--- config.mk ---
export PLATFORM = sky130hd
export DESIGN_NAME = periodic_timer_scheduler_flat
export DESIGN_NICKNAME = d
export VERILOG_FILES = /design/src/sv/pts_pkg.sv /design/src/sv/pts_req_if.sv /design/src/sv/pts_rsp_if.sv /design/src/sv/pts_datapath.sv /design/src/sv/pts_ctrl.sv /design/src/sv/periodic_timer_scheduler.sv /design/src/flat_wrapper.sv
export SDC_FILE = /design/constraint.sdc
export NUM_CORES = 2
export LEC_CHECK = 0
export BUFFER_PORTS_ARGS = -buffer_cell sky130_fd_sc_hd__buf_4
export CAP_MARGIN = 10
export CORE_UTILIZATION = 35
export CTS_BUF_LIST = sky130_fd_sc_hd__clkbuf_16
export CTS_CLUSTER_DIAMETER = 30
export DETAILED_ROUTE_END_ITERATION = 10
export SKIP_CTS_REPAIR_TIMING = 1
export SLEW_MARGIN = 15
export SYNTH_ARGS = -nofsm -noshare
export SYNTH_HDL_FRONTEND = slang
export SYNTH_HIERARCHICAL = 1
export SYNTH_SLANG_ARGS = --single-unit
--- constraint.sdc ---
create_clock -name clk -period 23.1 [get_ports clk]
set_input_delay 0 -clock clk [delete_from_list [all_inputs] [get_ports clk]]
set_output_delay 0 -clock clk [all_outputs]
set_load 0.01 [all_outputs]
--- src/sv/pts_pkg.sv ---
// ----------------------------------------------------------------------------
// pts_pkg: shared types and constants for the periodic timer scheduler
// Holds field widths, action and result codes, and the command and status
// words that pass between the controller and the datapath.
// ----------------------------------------------------------------------------
package pts_pkg;

  localparam int TIMER_COUNT = 16;
  localparam int ID_W        = 4;   // bits to name one timer
  localparam int CNT_W       = 5;   // bits to hold a list fill, 0..TIMER_COUNT

  localparam logic [7:0] MIN_WAIT_RESET = 8'd5;

  // input actions
  localparam logic [1:0] ACT_START  = 2'd0;
  localparam logic [1:0] ACT_STOP   = 2'd1;
  localparam logic [1:0] ACT_UPDATE = 2'd2;
  localparam logic [1:0] ACT_UNUSED = 2'd3;   // acknowledged, no effect

  // result kinds
  localparam logic [1:0] KIND_EXPIRED  = 2'd0;
  localparam logic [1:0] KIND_WAIT     = 2'd1;
  localparam logic [1:0] KIND_REJECTED = 2'd2;
  localparam logic [1:0] KIND_ACK      = 2'd3;

  // datapath operations
  typedef logic [3:0] op_t;
  localparam op_t OP_NOP        = 4'd0;
  localparam op_t OP_START      = 4'd1;
  localparam op_t OP_STOP       = 4'd2;
  localparam op_t OP_ACK        = 4'd3;
  localparam op_t OP_FILE_LOAD  = 4'd4;
  localparam op_t OP_FILE_CLEAR = 4'd5;
  localparam op_t OP_INS_LAST   = 4'd6;
  localparam op_t OP_INS_SCAN   = 4'd7;
  localparam op_t OP_SET_LAST   = 4'd8;
  localparam op_t OP_FIRE       = 4'd9;
  localparam op_t OP_SWAP       = 4'd10;
  localparam op_t OP_WAIT_PREP  = 4'd11;
  localparam op_t OP_WAIT_EMIT  = 4'd12;

  // table read address select
  typedef logic [1:0] rsel_t;
  localparam rsel_t RS_PEND    = 2'd0;
  localparam rsel_t RS_LIST    = 2'd1;
  localparam rsel_t RS_AFRONT  = 2'd2;
  localparam rsel_t RS_CLOSEST = 2'd3;

  typedef struct packed {
    op_t   op;
    rsel_t rsel;
    logic  latch;     // capture the input word
  } cmd_t;

  typedef struct packed {
    logic [1:0] action;
    logic       file_done;
    logic       hit_last;
    logic       hit_scan;
    logic       backwards;
    logic       due;
    logic       a_empty;
  } status_t;

endpackage

--- src/sv/pts_req_if.sv ---
// ----------------------------------------------------------------------------
// pts_req_if: request channel
// Carries one command word with a valid/ready handshake.
// ----------------------------------------------------------------------------
interface pts_req_if;
  logic        valid;
  logic        ready;
  logic [1:0]  action;
  logic [3:0]  timer_id;
  logic [15:0] period_ms;
  logic [31:0] now_ms;
  logic [31:0] after_ms;

  modport source (output valid, action, timer_id, period_ms, now_ms, after_ms,
                  input ready);
  modport sink (input valid, action, timer_id, period_ms, now_ms, after_ms,
                output ready);
endinterface

--- src/sv/pts_rsp_if.sv ---
// ----------------------------------------------------------------------------
// pts_rsp_if: result channel
// Carries one result word with a valid/ready handshake.
// ----------------------------------------------------------------------------
interface pts_rsp_if;
  logic        valid;
  logic        ready;
  logic [1:0]  kind;
  logic [3:0]  fired_id;
  logic [31:0] elapsed_ms;
  logic [31:0] wait_ms;
  logic        last;

  modport source (output valid, kind, fired_id, elapsed_ms, wait_ms, last,
                  input ready);
  modport sink (input valid, kind, fired_id, elapsed_ms, wait_ms, last,
                output ready);
endinterface

--- src/sv/pts_datapath.sv ---
// ----------------------------------------------------------------------------
// pts_datapath: timer tables, sorted lists and result register
// Executes one operation per cycle as the controller commands.
// ----------------------------------------------------------------------------
module pts_datapath (
  input  logic                clk,
  input  logic                rst,
  input  pts_pkg::cmd_t       cmd,
  output pts_pkg::status_t    stat,
  input  logic [1:0]          action,
  input  logic [3:0]          timer_id,
  input  logic [15:0]         period_ms,
  input  logic [31:0]         now_ms,
  input  logic [31:0]         after_ms,
  input  logic                cfg_we,
  input  logic [7:0]          cfg_data,
  output logic [1:0]          kind,
  output logic [3:0]          fired_id,
  output logic [31:0]         elapsed_ms,
  output logic [31:0]         wait_ms,
  output logic                last
);

  localparam int N  = pts_pkg::TIMER_COUNT;
  localparam int IW = pts_pkg::ID_W;
  localparam int CW = pts_pkg::CNT_W;

  logic [1:0]    act_r;
  logic [IW-1:0] id_r;
  logic [15:0]   per_r;
  logic [31:0]   now_r;
  logic [31:0]   after_r;

  logic [15:0]   period  [N];
  logic [31:0]   start_t [N];
  logic [31:0]   endt    [N];
  logic [N-1:0]  running;

  logic [IW-1:0] plist [N];
  logic [IW-1:0] alist [N];
  logic [IW-1:0] ilist [N];
  logic [CW-1:0] pcnt, acnt, icnt;

  logic [31:0]   last_upd;
  logic [7:0]    min_wait;
  logic [CW-1:0] fi;
  logic [IW-1:0] scan_i;
  logic [IW-1:0] cand;
  logic [31:0]   key;
  logic          tgt;      // 1 files into the wrapped list
  logic [31:0]   raw, corr;
  logic          any;

  logic [IW-1:0] rd_id, lidx, lid, ins_pos;
  logic [CW-1:0] tcnt, tcnt_m1;
  logic [31:0]   end_rd, st_rd;
  logic [15:0]   per_rd;
  logic          hit_last, hit_scan, do_ins;
  logic [IW-1:0] ins_list [N];
  logic [IW-1:0] rm_a [N];
  logic [IW-1:0] rm_i [N];
  logic [IW-1:0] rm_p [N];
  logic [N-1:0]  ma, mi, mp;
  logic          found_a, found_i, found_p;
  logic [31:0]   wdiff, wsel;

  // table reads through one address
  always_comb begin
    tcnt    = tgt ? icnt : acnt;
    tcnt_m1 = tcnt - CW'(1);
    lidx    = (cmd.op == pts_pkg::OP_INS_LAST) ? tcnt_m1[IW-1:0] : scan_i;
    lid     = tgt ? ilist[lidx] : alist[lidx];
    case (cmd.rsel)
      pts_pkg::RS_PEND:    rd_id = plist[fi[IW-1:0]];
      pts_pkg::RS_LIST:    rd_id = lid;
      pts_pkg::RS_AFRONT:  rd_id = alist[0];
      pts_pkg::RS_CLOSEST: rd_id = (acnt != '0) ? alist[0] : ilist[0];
      default:             rd_id = id_r;
    endcase
    end_rd = endt[rd_id];
    st_rd  = start_t[rd_id];
    per_rd = period[rd_id];
  end

  assign hit_last = (tcnt == '0) || (end_rd <= key);
  assign hit_scan = (end_rd >= key);
  assign do_ins   = ((cmd.op == pts_pkg::OP_INS_LAST) && hit_last) ||
                    ((cmd.op == pts_pkg::OP_INS_SCAN) && hit_scan);
  assign ins_pos  = (cmd.op == pts_pkg::OP_INS_LAST) ? tcnt[IW-1:0] : scan_i;

  // sorted insertion: open a slot at ins_pos
  always_comb begin
    for (int j = 0; j < N; j++) begin
      if (j[IW-1:0] == ins_pos) begin
        ins_list[j] = cand;
      end else if (j[IW-1:0] > ins_pos) begin
        ins_list[j] = tgt ? ilist[(j > 0) ? j - 1 : 0] : alist[(j > 0) ? j - 1 : 0];
      end else begin
        ins_list[j] = tgt ? ilist[j] : alist[j];
      end
    end
  end

  // removal by id: ids are unique, close the gap past the match
  always_comb begin
    logic sa, si, sp;
    sa = 1'b0;
    si = 1'b0;
    sp = 1'b0;
    for (int j = 0; j < N; j++) begin
      ma[j] = (alist[j] == id_r) && (CW'(j) < acnt);
      mi[j] = (ilist[j] == id_r) && (CW'(j) < icnt);
      mp[j] = (plist[j] == id_r) && (CW'(j) < pcnt);
      sa = sa | ma[j];
      si = si | mi[j];
      sp = sp | mp[j];
      rm_a[j] = (sa && j < N - 1) ? alist[(j < N - 1) ? j + 1 : j] : alist[j];
      rm_i[j] = (si && j < N - 1) ? ilist[(j < N - 1) ? j + 1 : j] : ilist[j];
      rm_p[j] = (sp && j < N - 1) ? plist[(j < N - 1) ? j + 1 : j] : plist[j];
    end
    found_a = sa;
    found_i = si;
    found_p = sp;
  end

  always_comb begin
    wdiff = raw - corr;
    if (!any) begin
      wsel = '1;
    end else if (corr >= raw) begin
      wsel = '0;
    end else if ((wdiff != '0) && (wdiff < {24'd0, min_wait})) begin
      wsel = {24'd0, min_wait};
    end else begin
      wsel = wdiff;
    end
  end

  always_comb begin
    stat.action    = act_r;
    stat.file_done = (fi == pcnt);
    stat.hit_last  = hit_last;
    stat.hit_scan  = hit_scan;
    stat.backwards = (now_r < last_upd);
    stat.due       = (acnt != '0) && (end_rd <= now_r);
    stat.a_empty   = (acnt == '0);
  end

  always_ff @(posedge clk) begin
    if (cmd.latch) begin
      act_r   <= action;
      id_r    <= timer_id;
      per_r   <= period_ms;
      now_r   <= now_ms;
      after_r <= after_ms;
    end
    if (cfg_we) begin
      min_wait <= cfg_data;
    end
    case (cmd.op)
      pts_pkg::OP_START: begin
        fired_id   <= id_r;
        elapsed_ms <= '0;
        wait_ms    <= '0;
        last       <= 1'b1;
        if (running[id_r]) begin
          kind <= pts_pkg::KIND_REJECTED;
        end else begin
          kind           <= pts_pkg::KIND_ACK;
          period[id_r]   <= per_r;
          start_t[id_r]  <= now_r;
          endt[id_r]     <= now_r + {16'd0, per_r};
          running[id_r]  <= 1'b1;
          for (int j = 1; j < N; j++) begin
            plist[j] <= plist[j-1];
          end
          plist[0] <= id_r;
          pcnt     <= pcnt + CW'(1);
        end
      end
      pts_pkg::OP_STOP: begin
        kind          <= pts_pkg::KIND_ACK;
        fired_id      <= id_r;
        elapsed_ms    <= '0;
        wait_ms       <= '0;
        last          <= 1'b1;
        running[id_r] <= 1'b0;
        if (found_a) begin
          alist <= rm_a;
          acnt  <= acnt - CW'(1);
        end else if (found_i) begin
          ilist <= rm_i;
          icnt  <= icnt - CW'(1);
        end else if (found_p) begin
          plist <= rm_p;
          pcnt  <= pcnt - CW'(1);
        end
      end
      pts_pkg::OP_ACK: begin
        kind       <= pts_pkg::KIND_ACK;
        fired_id   <= id_r;
        elapsed_ms <= '0;
        wait_ms    <= '0;
        last       <= 1'b1;
      end
      pts_pkg::OP_FILE_LOAD: begin
        cand <= rd_id;
        key  <= end_rd;
        tgt  <= (end_rd < last_upd);
        fi   <= fi + CW'(1);
      end
      pts_pkg::OP_FILE_CLEAR: begin
        pcnt <= '0;
        fi   <= '0;
      end
      pts_pkg::OP_INS_LAST, pts_pkg::OP_INS_SCAN: begin
        if (do_ins) begin
          if (tgt) begin
            ilist <= ins_list;
            icnt  <= icnt + CW'(1);
          end else begin
            alist <= ins_list;
            acnt  <= acnt + CW'(1);
          end
        end
        scan_i <= (cmd.op == pts_pkg::OP_INS_LAST) ? '0 : scan_i + IW'(1);
      end
      pts_pkg::OP_SET_LAST: begin
        last_upd <= now_r;
      end
      pts_pkg::OP_FIRE: begin
        kind           <= pts_pkg::KIND_EXPIRED;
        fired_id       <= rd_id;
        elapsed_ms     <= last_upd - st_rd;
        wait_ms        <= '0;
        last           <= 1'b0;
        start_t[rd_id] <= last_upd;
        endt[rd_id]    <= last_upd + {16'd0, per_rd};
        for (int j = 0; j < N - 1; j++) begin
          alist[j] <= alist[j+1];
        end
        acnt               <= acnt - CW'(1);
        plist[pcnt[IW-1:0]] <= rd_id;
        pcnt               <= pcnt + CW'(1);
      end
      pts_pkg::OP_SWAP: begin
        alist <= ilist;
        ilist <= alist;
        acnt  <= icnt;
        icnt  <= acnt;
      end
      pts_pkg::OP_WAIT_PREP: begin
        any  <= (acnt != '0) || (icnt != '0);
        raw  <= end_rd - now_r;
        corr <= after_r - now_r;
      end
      pts_pkg::OP_WAIT_EMIT: begin
        kind       <= pts_pkg::KIND_WAIT;
        fired_id   <= '0;
        elapsed_ms <= '0;
        wait_ms    <= wsel;
        last       <= 1'b1;
      end
      default: begin
      end
    endcase
    if (rst) begin
      running  <= '0;
      pcnt     <= '0;
      acnt     <= '0;
      icnt     <= '0;
      last_upd <= '0;
      min_wait <= pts_pkg::MIN_WAIT_RESET;
      fi       <= '0;
      scan_i   <= '0;
    end
  end

endmodule

--- src/sv/pts_ctrl.sv ---
// ----------------------------------------------------------------------------
// pts_ctrl: command sequencer
// Walks each request through its steps and owns the result valid flag.
// ----------------------------------------------------------------------------
module pts_ctrl (
  input  logic             clk,
  input  logic             rst,
  input  logic             req_valid,
  output logic             req_ready,
  output logic             rsp_valid,
  input  logic             rsp_ready,
  input  pts_pkg::status_t stat,
  output pts_pkg::cmd_t    cmd
);

  localparam logic [3:0] S_IDLE      = 4'd0;
  localparam logic [3:0] S_DISPATCH  = 4'd1;
  localparam logic [3:0] S_FILE      = 4'd2;
  localparam logic [3:0] S_INS_LAST  = 4'd3;
  localparam logic [3:0] S_INS_SCAN  = 4'd4;
  localparam logic [3:0] S_BACK      = 4'd5;
  localparam logic [3:0] S_FIRE_ALL  = 4'd6;
  localparam logic [3:0] S_DUE       = 4'd7;
  localparam logic [3:0] S_WAIT_PREP = 4'd8;
  localparam logic [3:0] S_WAIT_EMIT = 4'd9;

  logic [3:0] state, state_next;
  logic       pass, pass_next;
  logic       slot_free, load;

  assign slot_free = !rsp_valid || rsp_ready;
  assign req_ready = (state == S_IDLE);

  always_comb begin
    state_next = state;
    pass_next  = pass;
    cmd.op     = pts_pkg::OP_NOP;
    cmd.rsel   = pts_pkg::RS_AFRONT;
    cmd.latch  = req_valid && req_ready;
    load       = 1'b0;
    case (state)
      S_IDLE: begin
        if (req_valid) state_next = S_DISPATCH;
      end
      S_DISPATCH: begin
        if (stat.action == pts_pkg::ACT_UPDATE) begin
          pass_next  = 1'b0;
          state_next = S_FILE;
        end else if (slot_free) begin
          load = 1'b1;
          case (stat.action)
            pts_pkg::ACT_START: cmd.op = pts_pkg::OP_START;
            pts_pkg::ACT_STOP:  cmd.op = pts_pkg::OP_STOP;
            default:            cmd.op = pts_pkg::OP_ACK;
          endcase
          state_next = S_IDLE;
        end
      end
      S_FILE: begin
        cmd.rsel = pts_pkg::RS_PEND;
        if (stat.file_done) begin
          cmd.op     = pts_pkg::OP_FILE_CLEAR;
          state_next = pass ? S_WAIT_PREP : S_BACK;
        end else begin
          cmd.op     = pts_pkg::OP_FILE_LOAD;
          state_next = S_INS_LAST;
        end
      end
      S_INS_LAST: begin
        cmd.rsel   = pts_pkg::RS_LIST;
        cmd.op     = pts_pkg::OP_INS_LAST;
        state_next = stat.hit_last ? S_FILE : S_INS_SCAN;
      end
      S_INS_SCAN: begin
        cmd.rsel = pts_pkg::RS_LIST;
        cmd.op   = pts_pkg::OP_INS_SCAN;
        if (stat.hit_scan) state_next = S_FILE;
      end
      S_BACK: begin
        cmd.op     = pts_pkg::OP_SET_LAST;
        state_next = stat.backwards ? S_FIRE_ALL : S_DUE;
      end
      S_FIRE_ALL: begin
        if (stat.a_empty) begin
          cmd.op     = pts_pkg::OP_SWAP;
          state_next = S_DUE;
        end else if (slot_free) begin
          cmd.op = pts_pkg::OP_FIRE;
          load   = 1'b1;
        end
      end
      S_DUE: begin
        if (!stat.due) begin
          pass_next  = 1'b1;
          state_next = S_FILE;
        end else if (slot_free) begin
          cmd.op = pts_pkg::OP_FIRE;
          load   = 1'b1;
        end
      end
      S_WAIT_PREP: begin
        cmd.rsel   = pts_pkg::RS_CLOSEST;
        cmd.op     = pts_pkg::OP_WAIT_PREP;
        state_next = S_WAIT_EMIT;
      end
      S_WAIT_EMIT: begin
        if (slot_free) begin
          cmd.op     = pts_pkg::OP_WAIT_EMIT;
          load       = 1'b1;
          state_next = S_IDLE;
        end
      end
      default: state_next = S_IDLE;
    endcase
  end

  always_ff @(posedge clk) begin
    if (rst) begin
      state     <= S_IDLE;
      pass      <= 1'b0;
      rsp_valid <= 1'b0;
    end else begin
      state <= state_next;
      pass  <= pass_next;
      if (load) begin
        rsp_valid <= 1'b1;
      end else if (rsp_ready) begin
        rsp_valid <= 1'b0;
      end
    end
  end

endmodule

--- src/sv/periodic_timer_scheduler.sv ---
// ----------------------------------------------------------------------------
// periodic_timer_scheduler: sorted periodic timer queue with tick wraparound
// Start, stop and update requests for sixteen timers; updates report each
// expiry and then the wait until the next one.
// ----------------------------------------------------------------------------
// Order: start, stop and other words load their one result in the dispatch
//   state after acceptance. An update files pending timers, flushes and swaps
//   the lists when time went backwards, fires due timers, one expiry per cycle
//   while the result register has room, files again and loads its wait word.
// Throughput: one request at a time; the next word is taken the cycle after
//   the last result is loaded. A full result register adds its stall cycles.
// Reset: synchronous; clears all lists, running flags and the last update
//   time, and sets the minimum wait to 5.
module periodic_timer_scheduler (
  input  logic       clk,
  input  logic       rst,
  pts_req_if.sink    req,
  pts_rsp_if.source  rsp,
  input  logic       cfg_valid,
  output logic       cfg_ready,
  input  logic [7:0] cfg_data
);

  pts_pkg::cmd_t    cmd;
  pts_pkg::status_t stat;

  // the minimum wait register takes a write in any cycle
  assign cfg_ready = 1'b1;

  // sequencer: one step per cycle, stalls on a full result register
  pts_ctrl u_ctrl (
    .clk       (clk),
    .rst       (rst),
    .req_valid (req.valid),
    .req_ready (req.ready),
    .rsp_valid (rsp.valid),
    .rsp_ready (rsp.ready),
    .stat      (stat),
    .cmd       (cmd)
  );

  // tables, lists and the result word
  pts_datapath u_dp (
    .clk        (clk),
    .rst        (rst),
    .cmd        (cmd),
    .stat       (stat),
    .action     (req.action),
    .timer_id   (req.timer_id),
    .period_ms  (req.period_ms),
    .now_ms     (req.now_ms),
    .after_ms   (req.after_ms),
    .cfg_we     (cfg_valid),
    .cfg_data   (cfg_data),
    .kind       (rsp.kind),
    .fired_id   (rsp.fired_id),
    .elapsed_ms (rsp.elapsed_ms),
    .wait_ms    (rsp.wait_ms),
    .last       (rsp.last)
  );

  // an accepted word takes the sequencer out of idle
  a_busy_after_accept: assert property (@(posedge clk) disable iff (rst)
    (req.valid && req.ready) |=> !req.ready)
    else $error("request taken while busy");

  // a wait word always closes an update
  a_wait_is_last: assert property (@(posedge clk) disable iff (rst)
    (rsp.valid && rsp.kind == pts_pkg::KIND_WAIT) |-> rsp.last)
    else $error("wait word not marked last");

  // an expiry is never the closing word
  a_expiry_not_last: assert property (@(posedge clk) disable iff (rst)
    (rsp.valid && rsp.kind == pts_pkg::KIND_EXPIRED) |-> !rsp.last)
    else $error("expiry marked last");

endmodule

--- src/flat_wrapper.sv ---
// flat-port wrapper written by rule: the top's interface ports become plain ports
module periodic_timer_scheduler_flat 
  (clk, rst, cfg_valid, cfg_ready, cfg_data, req_valid, req_action, req_timer_id, req_period_ms, req_now_ms, req_after_ms, req_ready, rsp_valid, rsp_kind, rsp_fired_id, rsp_elapsed_ms, rsp_wait_ms, rsp_last, rsp_ready);
  pts_req_if req_i ();
  pts_rsp_if rsp_i ();
  input  logic clk;
  input  logic rst;
  input  logic cfg_valid;
  output logic cfg_ready;
  input  logic [7:0] cfg_data;
  input wire logic [$bits(req_i.valid)-1:0] req_valid;
  input wire logic [$bits(req_i.action)-1:0] req_action;
  input wire logic [$bits(req_i.timer_id)-1:0] req_timer_id;
  input wire logic [$bits(req_i.period_ms)-1:0] req_period_ms;
  input wire logic [$bits(req_i.now_ms)-1:0] req_now_ms;
  input wire logic [$bits(req_i.after_ms)-1:0] req_after_ms;
  output wire logic [$bits(req_i.ready)-1:0] req_ready;
  output wire logic [$bits(rsp_i.valid)-1:0] rsp_valid;
  output wire logic [$bits(rsp_i.kind)-1:0] rsp_kind;
  output wire logic [$bits(rsp_i.fired_id)-1:0] rsp_fired_id;
  output wire logic [$bits(rsp_i.elapsed_ms)-1:0] rsp_elapsed_ms;
  output wire logic [$bits(rsp_i.wait_ms)-1:0] rsp_wait_ms;
  output wire logic [$bits(rsp_i.last)-1:0] rsp_last;
  input wire logic [$bits(rsp_i.ready)-1:0] rsp_ready;
  assign req_i.valid = req_valid;
  assign req_i.action = req_action;
  assign req_i.timer_id = req_timer_id;
  assign req_i.period_ms = req_period_ms;
  assign req_i.now_ms = req_now_ms;
  assign req_i.after_ms = req_after_ms;
  assign req_ready = req_i.ready;
  assign rsp_valid = rsp_i.valid;
  assign rsp_kind = rsp_i.kind;
  assign rsp_fired_id = rsp_i.fired_id;
  assign rsp_elapsed_ms = rsp_i.elapsed_ms;
  assign rsp_wait_ms = rsp_i.wait_ms;
  assign rsp_last = rsp_i.last;
  assign rsp_i.ready = rsp_ready;
  periodic_timer_scheduler u_core (.clk(clk), .rst(rst), .req(req_i), .rsp(rsp_i), .cfg_valid(cfg_valid), .cfg_ready(cfg_ready), .cfg_data(cfg_data));
endmodule
==> reports/results.tsv <==
metric	value	unit
WP data required	23.64	ns
RSZ-0062 raised after global routing	false	
total length of routed wires	309900	µm
initial drt markers	8077	
clock slew seen by the registers of the worst setup and hold paths	0.05	ns
Worst setup SP type	register	
post-layout minimum cycle time	16.27	ns
DRT antenna net count	0	
count of nets after finishing	9433	
Port Buffer Count	171	
cell area after synthesis	91140	µm²
synthesized net count	8426	
number of clock sinks seen by CTS	1817	
highest-delay cell along the critical path	sky130_fd_sc_hd__o31ai_2	
sequential-to-total area share from yosys stat	58.92	%
fraction of final layout cells sized beyond drive strength 1	18.44	%
CTS Buffer Depth	4	
number of library cell types mapped by synthesis	93	
count of state elements after synthesis	1817	
maximum number of pins on one net before global-route repair	172	
share of flip-flops with an asynchronous set or reset	0	%
Sum Neg Setup Slack	0	ns
final count of hold timing violations	0	
Max Cap Violations	0	
H-tree levels	5	
all-layer global routing usage	22.71	%
Most used DFF post-synth	sky130_fd_sc_hd__edfxtp_1	
critical path class	reg -> reg	
most common cell after layout, fill and taps aside	sky130_fd_sc_hd__edfxtp_1	
DRC violation count after routing	0	
count of final setup violators	0	
detailed-route vias per instance	5.636	
HPWL after DPL	198700	µm
Clock Tree Root	sky130_fd_sc_hd__clkbuf_16	
worst rel slew slack	15.83	%
actual transition at the worst max-transition pin	1.255	ns
Mapped Cells	8046	
clock tree from TritonCTS	done	
wire length of the first global-routing pass	450700	µm
vias in the first global route	68520	
die width	512.3	µm
slack of the worst reg-to-reg path	6.83	ns
worst stage delay on the critical path	1.03	ns
number of rows created at floorplan	186	
Fmax	0.06147	GHz
Core ar.	257900	µm²
final setup skew	0.09159	ns
initial antenna violation count	7	
GRT overflow	0	
CTS Buf Count	395	
total vias in the final route	71980	
total die area	262400	µm²
mean area per synthesized cell	11.33	µm²
Skew-Pair Late Insertion Delay	0.91	ns
number of synthesized flops with an enable pin	1731	
cell mode on critical path	sky130_fd_sc_hd__a21oi_1	
area growth from synthesis to layout	27.40	%
Hold Path Class	in -> reg	
length of the first detailed-routing pass in iterations	6	
most used cells in the layout excluding fill and tap cells	1731 x sky130_fd_sc_hd__edfxtp_1, 1669 x sky130_fd_sc_hd__nand2_1, 885 x sky130_fd_sc_hd__buf_4	
YS warnings	6	
DR WL/cell	24.27	µm
Starting Density	35.34	%
number of max-slew violations in the final report	0	
layout filler cell count	23280	
ratio of final minimum period to clock period	70.42	%
category of the worst setup path capture point	register	
highest net fanout along the worst path	47	
total I/O pin count	173	
Die Span Y	512.3	µm
placer congestion estimate	0.9732	
arrival time worst endpoint	16.81	ns
outcome	completed	
path summary, 6_finish.rpt:
check,from,to,cells past startpoint
worst min-delay path,cfg_valid,u_core/u_dp/min_wait[2]$_SDFFE_PP1P_,3
worst max-delay path,u_core/u_dp/acnt[2]$_SDFFE_PP0P_,u_core/u_dp/endt[8][22]$_DFFE_PP_,64
worst min register to register,u_core/u_dp/last_upd[31]$_SDFFE_PP0N_,u_core/u_dp/last_upd[31]$_SDFFE_PP0N_,2
worst max register to register,u_core/u_dp/acnt[2]$_SDFFE_PP0P_,u_core/u_dp/endt[8][22]$_DFFE_PP_,64
registers in the layout, summed over array words and instances, names as in the netlist, 64 cells and up, named ones only:
register / cells
u_core/u_dp/alist: 64
u_core/u_dp/endt: 512
u_core/u_dp/ilist: 64
u_core/u_dp/period: 256
u_core/u_dp/plist: 64
u_core/u_dp/start_t: 512
worst max-delay path: cells and delay by family (launching register included):
kind,cells,cell delay (ns)
simple gates,9,1.54
xor+xnor,1,0.17
flops,1,0.31
buf+inv,13,3.25
compound gates,36,8.80
fa+ha+maj,3,0.86
mux,2,0.79
cell type report:
cell class / instances / area [µm²] / area share, %
multi-input cells: 5504 / 34800 / 29.97
flip-flops and latches: 1817 / 53700 / 46.25
clock buffers: 401 / 10030 / 8.642
well taps: 3384 / 4234 / 3.647
diodes: 6 / 15.01 / 0.01293
clock inverters: 323 / 3298 / 2.841
inverters: 223 / 852.1 / 0.7339
repair buffers: 1112 / 9176 / 7.903
Yosys cell counts, drive strengths merged (53+ instances only):
| master | count | share of area, % |
|---|---|---|
| edfxtp | 1731 | 57 |
| nand2 | 1670 | 6.9 |
| a21oi | 470 | 2.6 |
| nor2 | 374 | 1.5 |
| clkbuf | 288 | 1.2 |
| ha | 275 | 3.8 |
| o21ai | 272 | 1.5 |
| and3 | 267 | 1.8 |
| inv | 221 | 0.91 |
| buf | 214 | 1.2 |
| xnor2 | 212 | 2.0 |
| a31oi | 158 | 1.1 |
| a211oi | 154 | 1.3 |
| nand3 | 149 | 0.82 |
| a311oi | 137 | 1.3 |
| xor2 | 128 | 1.2 |
| a221o | 126 | 1.4 |
| mux2i | 103 | 1.1 |
| nor3 | 103 | 0.57 |
| a21o | 91 | 0.75 |
| dfxtp | 86 | 1.9 |
| mux4 | 81 | 2.0 |
| o211ai | 81 | 0.67 |
| nand4 | 77 | 0.53 |
| a22oi | 68 | 0.56 |
| nand2b | 62 | 0.43 |
| nor2b | 53 | 0.36 |
per-layer routing:
metal	wire length, µm	up-vias	GRT usage (%)
met5	27	-	0
met4	15500	4	10.95
met3	26980	741	3.872
met2	139700	3610	35.46
met1	127700	35420	30.54
li1	-	32200	-
cells by family (layout without fill, tap and decap cells):
logic type      count (synthesis)  count (layout)  synth area share [%]
compound gates               1799            1799                 13.32
xor+xnor                      340             340                 3.267
fa+ha+maj                     281             281                 3.907
buf+inv                       725            2059                 3.321
flops                        1817            1817                 58.92
mux                           196             196                 3.293
other cells                     1               7              0.004115
simple gates                 2887            2887                 13.96
per-stage QoR:
| step | cell area (µm²) | hold slack (ns) | setup WS, ns | util, % | instances |
|---|---|---|---|---|---|
| after detailed placement | 100700 | 0.1795 | 7.034 | 39.06 | 11840 |
| after global placement | 100700 | 0.1799 | 8.922 | 39.06 | 11840 |
| after floorplan | 91140 | 0.06941 | 9.189 | - | 8046 |
| final | 116100 | 0.1051 | 6.832 | 45.03 | 12770 |
| after CTS | 114100 | -0.7744 | 7.027 | 44.24 | 12560 |
| after global routing | 116100 | 0.08066 | 6.177 | 45.02 | 12770 |
Power is left out: the tool's default activity adds up to more than one toggle a clock period on the data nets, which glitch-free logic cannot reach.
